==> config.mk <==
export PLATFORM = sky130hd
export DESIGN_NAME = round_robin_process_table_unit
export DESIGN_NICKNAME = d
export VERILOG_FILES = /design/src/hw/rtl/rrpt_pkg.sv /design/src/hw/rtl/rrpt_ctrl.sv /design/src/hw/rtl/rrpt_dp.sv /design/src/hw/rtl/round_robin_process_table_unit.sv
export SDC_FILE = /design/constraint.sdc
export NUM_CORES = 2
export LEC_CHECK = 0
export BUFFER_PORTS_ARGS = -buffer_cell sky130_fd_sc_hd__buf_2
export CORE_ASPECT_RATIO = 1.2
export CORE_MARGIN = 2
export CORE_UTILIZATION = 45
export DETAILED_ROUTE_END_ITERATION = 10
export SLEW_MARGIN = 20
export SYNTH_ARGS = -nofsm -noshare
export SYNTH_HDL_FRONTEND = slang
export SYNTH_SLANG_ARGS = --single-unit
==> constraint.sdc <==
create_clock -name clk -period 7.2 [get_ports clk]
set_input_delay 1.44 -clock clk [delete_from_list [all_inputs] [get_ports clk]]
set_output_delay 1.44 -clock clk [all_outputs]
set_load 0.05 [all_outputs]
==> src/hw/rtl/rrpt_pkg.sv <==
// Shared types and constants for the round-robin process table unit.
// Used by the controller, the datapath and the top level; no dependencies.
package rrpt_pkg;

  localparam int SLOTS_DEF  = 16;
  localparam int ID_W       = 32;
  localparam int TAG_W      = 32;
  localparam int SLOT_OUT_W = 4;
  localparam int CNT_OUT_W  = 5;

  typedef enum logic [1:0] {
    CMD_CREATE = 2'd0,
    CMD_START  = 2'd1,
    CMD_YIELD  = 2'd2,
    CMD_EXIT   = 2'd3
  } cmd_t;

  typedef enum logic [1:0] {
    STAT_DONE    = 2'd0,
    STAT_NO_FREE = 2'd1,
    STAT_IGNORED = 2'd2,
    STAT_NOTHING = 2'd3
  } status_t;

  typedef enum logic [1:0] {
    ST_UNUSED  = 2'd0,
    ST_READY   = 2'd1,
    ST_RUNNING = 2'd2
  } slot_state_t;

  typedef struct packed {
    logic accept;
    logic exec;
    logic read;
    logic emit;
  } rrpt_ctrl_t;

endpackage

==> src/hw/rtl/rrpt_ctrl.sv <==
// Controller state machine of the round-robin process table unit.
// Sequences accept, execute, table read and result strobe; uses rrpt_pkg.
module rrpt_ctrl (
  input  logic               clk,
  input  logic               rst_n,
  input  logic               start,
  output logic               busy,
  output rrpt_pkg::rrpt_ctrl_t ctrl
);
  import rrpt_pkg::*;

  typedef enum logic [1:0] {
    S_IDLE,
    S_EXEC,
    S_READ,
    S_DONE
  } fsm_state_t;

  fsm_state_t state_r;
  logic       busy_r;
  logic       emit_r;
  logic       accept;

  assign accept = start & ~busy_r;

  always_ff @(posedge clk) begin
    if (!rst_n) begin
      state_r <= S_IDLE;
      busy_r  <= 1'b0;
      emit_r  <= 1'b0;
    end else begin
      unique case (state_r)
        S_IDLE, S_DONE: begin
          emit_r <= 1'b0;
          if (accept) begin
            state_r <= S_EXEC;
            busy_r  <= 1'b1;
          end else begin
            state_r <= S_IDLE;
          end
        end
        S_EXEC: begin
          state_r <= S_READ;
        end
        S_READ: begin
          state_r <= S_DONE;
          busy_r  <= 1'b0;
          emit_r  <= 1'b1;
        end
        default: begin
          state_r <= S_IDLE;
          busy_r  <= 1'b0;
          emit_r  <= 1'b0;
        end
      endcase
    end
  end

  assign busy        = busy_r;
  assign ctrl.accept = accept;
  assign ctrl.exec   = (state_r == S_EXEC);
  assign ctrl.read   = (state_r == S_READ);
  assign ctrl.emit   = emit_r;

endmodule

==> src/hw/rtl/rrpt_dp.sv <==
// Datapath of the round-robin process table unit: slot states, id and tag
// memories, slot searches and result assembly. Driven by rrpt_ctrl; uses rrpt_pkg.
module rrpt_dp #(
  parameter int SLOTS = rrpt_pkg::SLOTS_DEF
) (
  input  logic                            clk,
  input  logic                            rst_n,
  input  rrpt_pkg::rrpt_ctrl_t            ctrl,
  input  logic [1:0]                      in_cmd,
  input  logic [rrpt_pkg::TAG_W-1:0]      in_task_tag,
  input  logic [3:0]                      in_probe_slot,
  input  logic                            cfg_we,
  input  logic [rrpt_pkg::TAG_W-1:0]      cfg_wdata,
  output logic [1:0]                      out_status,
  output logic [rrpt_pkg::SLOT_OUT_W-1:0] out_new_slot,
  output logic                            out_switched,
  output logic                            out_current_valid,
  output logic [rrpt_pkg::SLOT_OUT_W-1:0] out_current_slot,
  output logic [rrpt_pkg::ID_W-1:0]       out_current_pid,
  output logic [rrpt_pkg::TAG_W-1:0]      out_current_tag,
  output logic [rrpt_pkg::CNT_OUT_W-1:0]  out_process_count,
  output logic [rrpt_pkg::ID_W-1:0]       out_probe_pid,
  output logic [1:0]                      out_probe_state
);
  import rrpt_pkg::*;

  localparam int IW = $clog2(SLOTS);
  localparam int CW = $clog2(SLOTS + 1);

  typedef struct packed {
    logic          hit;
    logic [IW-1:0] idx;
  } pick_t;

  function automatic pick_t lowest(input logic [SLOTS-1:0] v);
    pick_t p;
    p.hit = 1'b0;
    p.idx = '0;
    for (int i = SLOTS - 1; i >= 0; i--) begin
      if (v[i]) begin
        p.hit = 1'b1;
        p.idx = IW'(i);
      end
    end
    return p;
  endfunction

  slot_state_t        st_r [SLOTS];
  slot_state_t        st_nxt [SLOTS];
  logic [IW-1:0]      run_slot_r, run_slot_nxt;
  logic               run_valid_r, run_valid_nxt;
  logic               started_r, started_nxt;
  logic [ID_W-1:0]    next_id_r, next_id_nxt;
  logic [CW-1:0]      count_r, count_nxt;
  logic [TAG_W-1:0]   idle_tag_r;

  cmd_t               cmd_r;
  logic [TAG_W-1:0]   tag_r;
  logic [3:0]         probe_r;
  status_t            status_r, status_nxt;
  logic [IW-1:0]      new_slot_r, new_slot_nxt;
  logic               old_valid_r;
  logic [IW-1:0]      old_slot_r;

  logic [ID_W-1:0]    pid_mem [SLOTS];
  logic [TAG_W-1:0]   tag_mem [SLOTS];
  logic [ID_W-1:0]    old_pid_rd_r, cur_pid_rd_r, probe_pid_rd_r;
  logic [TAG_W-1:0]   cur_tag_rd_r;

  logic               wr_en;
  logic [IW-1:0]      wr_addr;
  logic [TAG_W-1:0]   wr_tag;

  logic [SLOTS-1:0]   free_v, ready_v, live_v, cur_v, above_v;
  pick_t              p_free, p_ready, p_hi, p_any, p_yield, p_live, p_free_x;

  logic [IW+3:0]      probe_wide;
  logic [IW-1:0]      probe_addr;
  logic               probe_in;
  logic [IW+3:0]      run_wide, new_wide;
  logic [CW+4:0]      cnt_wide;
  logic [ID_W-1:0]    cur_pid, old_pid;

  always_comb begin
    for (int i = 0; i < SLOTS; i++) begin
      free_v[i]  = (st_r[i] == ST_UNUSED);
      ready_v[i] = (st_r[i] == ST_READY);
      live_v[i]  = (st_r[i] != ST_UNUSED);
      cur_v[i]   = (IW'(i) == run_slot_r);
      above_v[i] = (IW'(i) > run_slot_r);
    end
  end

  assign p_free   = lowest(free_v);
  assign p_ready  = lowest(ready_v);
  assign p_hi     = lowest(ready_v & ~cur_v & above_v);
  assign p_any    = lowest(ready_v & ~cur_v);
  assign p_yield  = p_hi.hit ? p_hi : p_any;
  assign p_live   = lowest(live_v & ~cur_v);
  assign p_free_x = lowest(free_v | cur_v);

  always_comb begin
    st_nxt        = st_r;
    run_slot_nxt  = run_slot_r;
    run_valid_nxt = run_valid_r;
    started_nxt   = started_r;
    next_id_nxt   = next_id_r;
    count_nxt     = count_r;
    status_nxt    = STAT_DONE;
    new_slot_nxt  = '0;
    wr_en         = 1'b0;
    wr_addr       = '0;
    wr_tag        = idle_tag_r;
    case (cmd_r)
      CMD_CREATE: begin
        if (p_free.hit) begin
          wr_en               = 1'b1;
          wr_addr             = p_free.idx;
          wr_tag              = tag_r;
          st_nxt[p_free.idx]  = ST_READY;
          next_id_nxt         = next_id_r + 1'b1;
          count_nxt           = count_r + 1'b1;
          new_slot_nxt        = p_free.idx;
        end else begin
          status_nxt = STAT_NO_FREE;
        end
      end
      CMD_START: begin
        if (started_r) begin
          status_nxt = STAT_IGNORED;
        end else if (p_ready.hit) begin
          st_nxt[p_ready.idx] = ST_RUNNING;
          run_slot_nxt        = p_ready.idx;
          run_valid_nxt       = 1'b1;
          started_nxt         = 1'b1;
        end else if (p_free.hit) begin
          wr_en               = 1'b1;
          wr_addr             = p_free.idx;
          st_nxt[p_free.idx]  = ST_RUNNING;
          next_id_nxt         = next_id_r + 1'b1;
          count_nxt           = count_r + 1'b1;
          run_slot_nxt        = p_free.idx;
          run_valid_nxt       = 1'b1;
          started_nxt         = 1'b1;
        end else begin
          status_nxt = STAT_NOTHING;
        end
      end
      CMD_YIELD: begin
        if (!started_r || !run_valid_r) begin
          status_nxt = STAT_IGNORED;
        end else if (p_yield.hit) begin
          if (st_r[run_slot_r] == ST_RUNNING) begin
            st_nxt[run_slot_r] = ST_READY;
          end
          st_nxt[p_yield.idx] = ST_RUNNING;
          run_slot_nxt        = p_yield.idx;
        end else begin
          st_nxt[run_slot_r] = ST_RUNNING;
        end
      end
      default: begin
        if (!run_valid_r) begin
          status_nxt = STAT_IGNORED;
        end else begin
          st_nxt[run_slot_r] = ST_UNUSED;
          if (p_live.hit) begin
            st_nxt[p_live.idx] = ST_RUNNING;
            run_slot_nxt       = p_live.idx;
            count_nxt          = count_r - 1'b1;
          end else if (p_free_x.hit) begin
            wr_en                = 1'b1;
            wr_addr              = p_free_x.idx;
            st_nxt[p_free_x.idx] = ST_RUNNING;
            next_id_nxt          = next_id_r + 1'b1;
            run_slot_nxt         = p_free_x.idx;
          end else begin
            started_nxt   = 1'b0;
            run_valid_nxt = 1'b0;
            run_slot_nxt  = '0;
            count_nxt     = count_r - 1'b1;
            status_nxt    = STAT_NOTHING;
          end
        end
      end
    endcase
  end

  always_ff @(posedge clk) begin
    if (!rst_n) begin
      for (int i = 0; i < SLOTS; i++) begin
        st_r[i] <= ST_UNUSED;
      end
      run_slot_r  <= '0;
      run_valid_r <= 1'b0;
      started_r   <= 1'b0;
      next_id_r   <= ID_W'(1);
      count_r     <= '0;
      idle_tag_r  <= '0;
    end else begin
      if (cfg_we) begin
        idle_tag_r <= cfg_wdata;
      end
      if (ctrl.exec) begin
        st_r        <= st_nxt;
        run_slot_r  <= run_slot_nxt;
        run_valid_r <= run_valid_nxt;
        started_r   <= started_nxt;
        next_id_r   <= next_id_nxt;
        count_r     <= count_nxt;
      end
    end
  end

  always_ff @(posedge clk) begin
    if (ctrl.accept) begin
      cmd_r   <= cmd_t'(in_cmd);
      tag_r   <= in_task_tag;
      probe_r <= in_probe_slot;
    end
    if (ctrl.exec) begin
      status_r    <= status_nxt;
      new_slot_r  <= new_slot_nxt;
      old_valid_r <= run_valid_r;
      old_slot_r  <= run_slot_r;
    end
  end

  assign probe_wide = (IW + 4)'(probe_r);
  assign probe_addr = probe_wide[IW-1:0];
  assign probe_in   = (32'(probe_r) < 32'(SLOTS));

  always_ff @(posedge clk) begin
    if (ctrl.exec && wr_en) begin
      pid_mem[wr_addr] <= next_id_r;
      tag_mem[wr_addr] <= wr_tag;
    end
  end

  always_ff @(posedge clk) begin
    if (ctrl.accept) begin
      old_pid_rd_r <= pid_mem[run_slot_r];
    end
    if (ctrl.read) begin
      cur_pid_rd_r   <= pid_mem[run_slot_r];
      probe_pid_rd_r <= pid_mem[probe_addr];
      cur_tag_rd_r   <= tag_mem[run_slot_r];
    end
  end

  assign cur_pid  = run_valid_r ? cur_pid_rd_r : '0;
  assign old_pid  = old_valid_r ? old_pid_rd_r : '0;
  assign run_wide = (IW + 4)'(run_valid_r ? run_slot_r : '0);
  assign new_wide = (IW + 4)'(new_slot_r);
  assign cnt_wide = (CW + 5)'(count_r);

  assign out_status        = status_r;
  assign out_new_slot      = new_wide[SLOT_OUT_W-1:0];
  assign out_switched      = (old_valid_r != run_valid_r) ||
                             (run_valid_r && (old_slot_r != run_slot_r)) ||
                             (old_pid != cur_pid);
  assign out_current_valid = run_valid_r;
  assign out_current_slot  = run_wide[SLOT_OUT_W-1:0];
  assign out_current_pid   = cur_pid;
  assign out_current_tag   = run_valid_r ? cur_tag_rd_r : '0;
  assign out_process_count = cnt_wide[CNT_OUT_W-1:0];
  assign out_probe_pid     = (probe_in && (st_r[probe_addr] != ST_UNUSED)) ?
                             probe_pid_rd_r : '0;
  assign out_probe_state   = probe_in ? 2'(st_r[probe_addr]) : 2'(ST_UNUSED);

endmodule

==> src/hw/rtl/round_robin_process_table_unit.sv <==
// Top level of the round-robin process table unit.
// Instantiates rrpt_ctrl and rrpt_dp; uses rrpt_pkg.
//
//   Channel  Ports                                  Handshake
//   input    in_cmd, in_task_tag, in_probe_slot     start high while busy low
//   result   out_status ... out_probe_state         out_valid for one cycle
//   config   cfg_wdata                              cfg_we high
//
// From acceptance a command updates the slot table, then reads the id and tag
// memories, then presents the result with the strobe. A new command may be
// accepted in the strobe cycle, but not before the last result is presented,
// so commands are not overlapped. Reset is synchronous and leaves all slots
// unused with the next id at one. The receiver cannot stall results.
module round_robin_process_table_unit #(
  parameter int SLOTS = rrpt_pkg::SLOTS_DEF
) (
  input  logic                            clk,
  input  logic                            rst_n,
  input  logic                            start,
  output logic                            busy,
  input  logic [1:0]                      in_cmd,
  input  logic [rrpt_pkg::TAG_W-1:0]      in_task_tag,
  input  logic [3:0]                      in_probe_slot,
  input  logic                            cfg_we,
  input  logic [rrpt_pkg::TAG_W-1:0]      cfg_wdata,
  output logic                            out_valid,
  output logic [1:0]                      out_status,
  output logic [rrpt_pkg::SLOT_OUT_W-1:0] out_new_slot,
  output logic                            out_switched,
  output logic                            out_current_valid,
  output logic [rrpt_pkg::SLOT_OUT_W-1:0] out_current_slot,
  output logic [rrpt_pkg::ID_W-1:0]       out_current_pid,
  output logic [rrpt_pkg::TAG_W-1:0]      out_current_tag,
  output logic [rrpt_pkg::CNT_OUT_W-1:0]  out_process_count,
  output logic [rrpt_pkg::ID_W-1:0]       out_probe_pid,
  output logic [1:0]                      out_probe_state
);
  import rrpt_pkg::*;

  rrpt_ctrl_t ctrl;

  rrpt_ctrl u_ctrl (
    .clk   (clk),
    .rst_n (rst_n),
    .start (start),
    .busy  (busy),
    .ctrl  (ctrl)
  );

  rrpt_dp #(
    .SLOTS (SLOTS)
  ) u_dp (
    .clk               (clk),
    .rst_n             (rst_n),
    .ctrl              (ctrl),
    .in_cmd            (in_cmd),
    .in_task_tag       (in_task_tag),
    .in_probe_slot     (in_probe_slot),
    .cfg_we            (cfg_we),
    .cfg_wdata         (cfg_wdata),
    .out_status        (out_status),
    .out_new_slot      (out_new_slot),
    .out_switched      (out_switched),
    .out_current_valid (out_current_valid),
    .out_current_slot  (out_current_slot),
    .out_current_pid   (out_current_pid),
    .out_current_tag   (out_current_tag),
    .out_process_count (out_process_count),
    .out_probe_pid     (out_probe_pid),
    .out_probe_state   (out_probe_state)
  );

  assign out_valid = ctrl.emit;

endmodule

==> impl_summary.md <==
Detailed routing
The routed design has 166,000 um of wire. The detailed router placed 34,300 vias in this run. In this run the remaining antenna-violating nets after routing total 0.

The first detailed-routing pass took 6 iterations. The via count normalized by instance count is 6.39. The remaining routing DRC violations is 0. The violation count after the first detailed-routing iteration is 3,663. The routed wire length per instance is 30.9 um.

Global routing
The wire length of the first global-routing pass is 243,000 um. The maximum number of pins on one net before global-route repair is 128. The number of antenna violations at the first check in global routing is 5. The total routing usage reported by global routing is 24.9%.

The overflow left after global routing is 0. The via count of the first global-routing pass is 34,700.

Timing
The summed negative setup slack over all endpoints is 0 ps. The number of hold violations in the final report is 0. The worst path in the final design needs a cycle of 5550 ps, including I/O delays and setup.

The worst slew margin relative to its limit is 13.5%. Setup violations remaining at the end of the flow were counted as 0. The final max-slew violation count is 0. The tightest hold path in the finished design has a slack of 482 ps. Setup repair after global routing left no endpoint under its margin. For the pin with the worst max-slew slack, the measured transition is 1290 ps.

The setup clock skew after layout is 32.9 ps. Based on the critical path, the design can be clocked at up to 180 MHz. The post-route fraction of the period consumed by the critical path is 77.1%.

Floorplanning
The floorplan has 145 rows. Measured along the y axis, the die boundary spans 401 um. The number of placed I/O pins is 191. The floorplan step defined a core boundary enclosing 0.130 sq mm.

The starting density of the core is 45.3%. The die covers 0.134 sq mm. The width of the chip is 334 um.

Yosys
The number of instances in the synthesized netlist is 3,382. The sequential-to-total area share from yosys stat is 65.1%. The synthesis-stage register bit count is 1,316.

Summed over its instances, the top area cell type makes up 61.2% of the synthesized netlist area. In the synthesized netlist the async set-or-reset flop fraction comes to 0%. The dominant synthesized flop cell is edfxtp_1. After synthesis, the cell types taking the most area are edfxtp_1 61%, mux4_2 19%, dfxtp_1 3.9%. During synthesis, Yosys emitted a total of 0 warnings. The largest total area in the synthesized netlist belongs to edfxtp_1. By count the netlist is led by 1,201 x edfxtp_1, 490 x mux4_2, 179 x nor2_1. The number of enable-type register cells in the synthesized netlist is 1,201.

Averaged over all synthesized cells, the footprint is 17.4 sq um. The distinct cell type count after synthesis is 105. The mapped netlist covers 0.0590 sq mm.

By instance count, the leading cell after synthesis is edfxtp_1. The number of nets handed over by synthesis was 3,467.

Critical path
By startpoint and endpoint, the worst setup path is classified as reg -> out. For the worst setup path, the data arrival time is 4110 ps. The largest fanout on the critical path is 40.

The capturing element type of the critical path is a primary output. The launching element type of the critical path is a flop. At the worst endpoint, the required time is 5760 ps.

Clock tree
The deepest clock path buffer count is 3. Once the clock tree was built, the resizer swapped 0 gates to a different size. After clock tree synthesis, the clock-pin slew on the worst setup and hold paths is 70 ps. The clock latency on the worst-skew pair is 780 ps. In this run, post-CTS hold repair placed 0 buffers. TritonCTS built the clock tree. The number of clock buffers added by TritonCTS is 135.

The maximum level of the CTS H-tree is 4. The cell sitting at the root of the clock tree is a clkbuf_16. The number of buffers inserted by post-CTS setup repair is 0. CTS saw 1,316 sinks.

Power and ir drop
The relative contribution of combinational cells to total power is 12.0%. For this design the ratio of total power to cell area is 272 mW/mm^2. The maximum VDD drop is 0.250 mV.

The net switching share of the total power is 25.1%. Sequential cells burn 47.7% of the power. The switching power is 4.57 mW. The post-layout total power is 18.2 mW. The static leakage is 21.5 nW.

The clock share of power is 40.4%. The internal cell power is 13.6 mW.

Place
Summed over all nets, the half-perimeter wirelength after detailed placement is 101,000 um. In this run, placement finished with an instance count of 5,121. The total of buffers placed on input and output ports is 190. The global placer's final weighted congestion is 0.986.

Layout
Fill cells in the final layout number 10,400. The final instance count without filler cells is 5,367. The final core utilization is 51.3%. The fraction of final layout cells sized beyond drive strength 1 is 30.6%.

The net count of the finished layout is 3,653. Relative to the synthesized area, the layout overhead comes to 13.3%.

Status
The run finished with clean final reports.

Flow run
The tool flagged a number of max-cap violations equal to 0.

Worst hold path
In this run the worst hold path is classified as reg -> reg.
## worst max-delay path, stage by stage, from the launching register on
cell	delay (ps)
dfxtp_2	910
xor2_1	150
o41ai_1	910
o2111ai_1	530
nor4_1	490
nand4_1	130
buf_2	230
## placed cells by master (no fill, tap or decap), types with 24 or more instances in the layout
cell,netlist,routed
edfxtp_1,1201,1201
mux4_2,490,490
buf_2,21,190
nor2_1,179,165
clkbuf_16,0,137
nand2_1,122,121
dfxtp_1,115,106
a21oi_1,106,102
o21ai_0,86,85
buf_4,4,84
and2_1,64,64
nor2b_1,62,61
inv_1,56,55
nand3_1,49,49
o22ai_1,46,46
mux2i_1,35,35
mux2_2,32,32
xnor2_1,28,28
nor3_1,28,27
clkinv_2,0,26
a211oi_1,24,24
## worst paths after layout
kind | from | to | slack (ps) | depth (start not counted)
setup / recovery | u_dp.run_slot_r[3] | out_switched | 1650 | 6
hold / removal | u_dp.out_process_count[4] | u_dp.out_process_count[4] | 480 | 2
setup reg to reg | u_dp.st_r[13] | u_dp.pid_mem[14][17] | 2040 | 10
hold reg to reg | u_dp.out_process_count[4] | u_dp.out_process_count[4] | 480 | 2
## logic make-up (layout without fill, tap and decap cells)
kind of cell,count (synthesis),in the layout,synth area share [%]
AND/OR/NAND/NOR,676,676,6.45
multiplexers,557,557,19.9
XOR/XNOR,47,47,0.698
flip-flops,1316,1316,65.1
AO/OA/AOI/OAI,482,482,5.56
other,0,1,0
adder cells (fa/ha/maj),11,11,0.246
buffers and inverters,293,587,2.05
## power groups by stage
stage / logic (mW) / clock network [mW] / registers (mW)
2_1_floorplan: 1.41 / 0 / 8.76
3_3_place_gp: 2.17 / 0 / 8.83
3_5_place_dp: 2.15 / 0 / 8.83
4_1_cts: 2.16 / 7.48 / 8.67
5_1_grt: 2.28 / 7.75 / 8.69
6_report: 2.18 / 7.34 / 8.67
## layout make-up
cell class | instances | area, sq um | area share, %
antenna | 1 | 2.50 | 0.00375
clock buffer | 165 | 3640 | 5.45
clock inverter | 80 | 1040 | 1.55
inverter | 57 | 216 | 0.324
multi-input combinational | 1773 | 19600 | 29.3
sequential | 1316 | 38400 | 57.5
tap | 1690 | 2110 | 3.17
timing repair buffer | 285 | 1800 | 2.70
## sequential cells by signal, summed over array words and instances, names as in the netlist, 2 cells and up, named ones only
register	count
u_ctrl.state_r	2
u_dp.out_process_count	5
u_dp.probe_pid_rd_r	32
u_dp.cur_tag_rd_r	32
u_dp.probe_addr	4
u_dp.cur_pid_rd_r	32
u_dp.out_new_slot	4
u_dp.next_id_r	32
u_dp.old_slot_r	4
u_dp.tag_r	32
u_dp.pid_mem	512
u_dp.idle_tag_r	32
u_dp.tag_mem	512
u_dp.run_slot_r	4
u_dp.cmd_r	2
u_dp.out_status	2
u_dp.old_pid_rd_r	32
u_dp.st_r	32
## layer usage
metal | global-route usage, % | part of all wire, % | vias up
met5 | 0 | 0 | -
met3 | 4.31 | 6.9 | 348
met1 | 33.7 | 40 | 18000
li1 | - | - | 14300
met2 | 40.8 | 49 | 1548
met4 | 8.73 | 3.7 | 0
## per-stage QoR
stage,area (sq um),setup slack [ps]
final,66800,1650
after global routing,66800,1560
after CTS,66800,1510
after detailed placement,62100,2200
after global placement,62100,2220
after floorplan,59000,1270
Note: power is estimated with default switching activity, not from simulation.
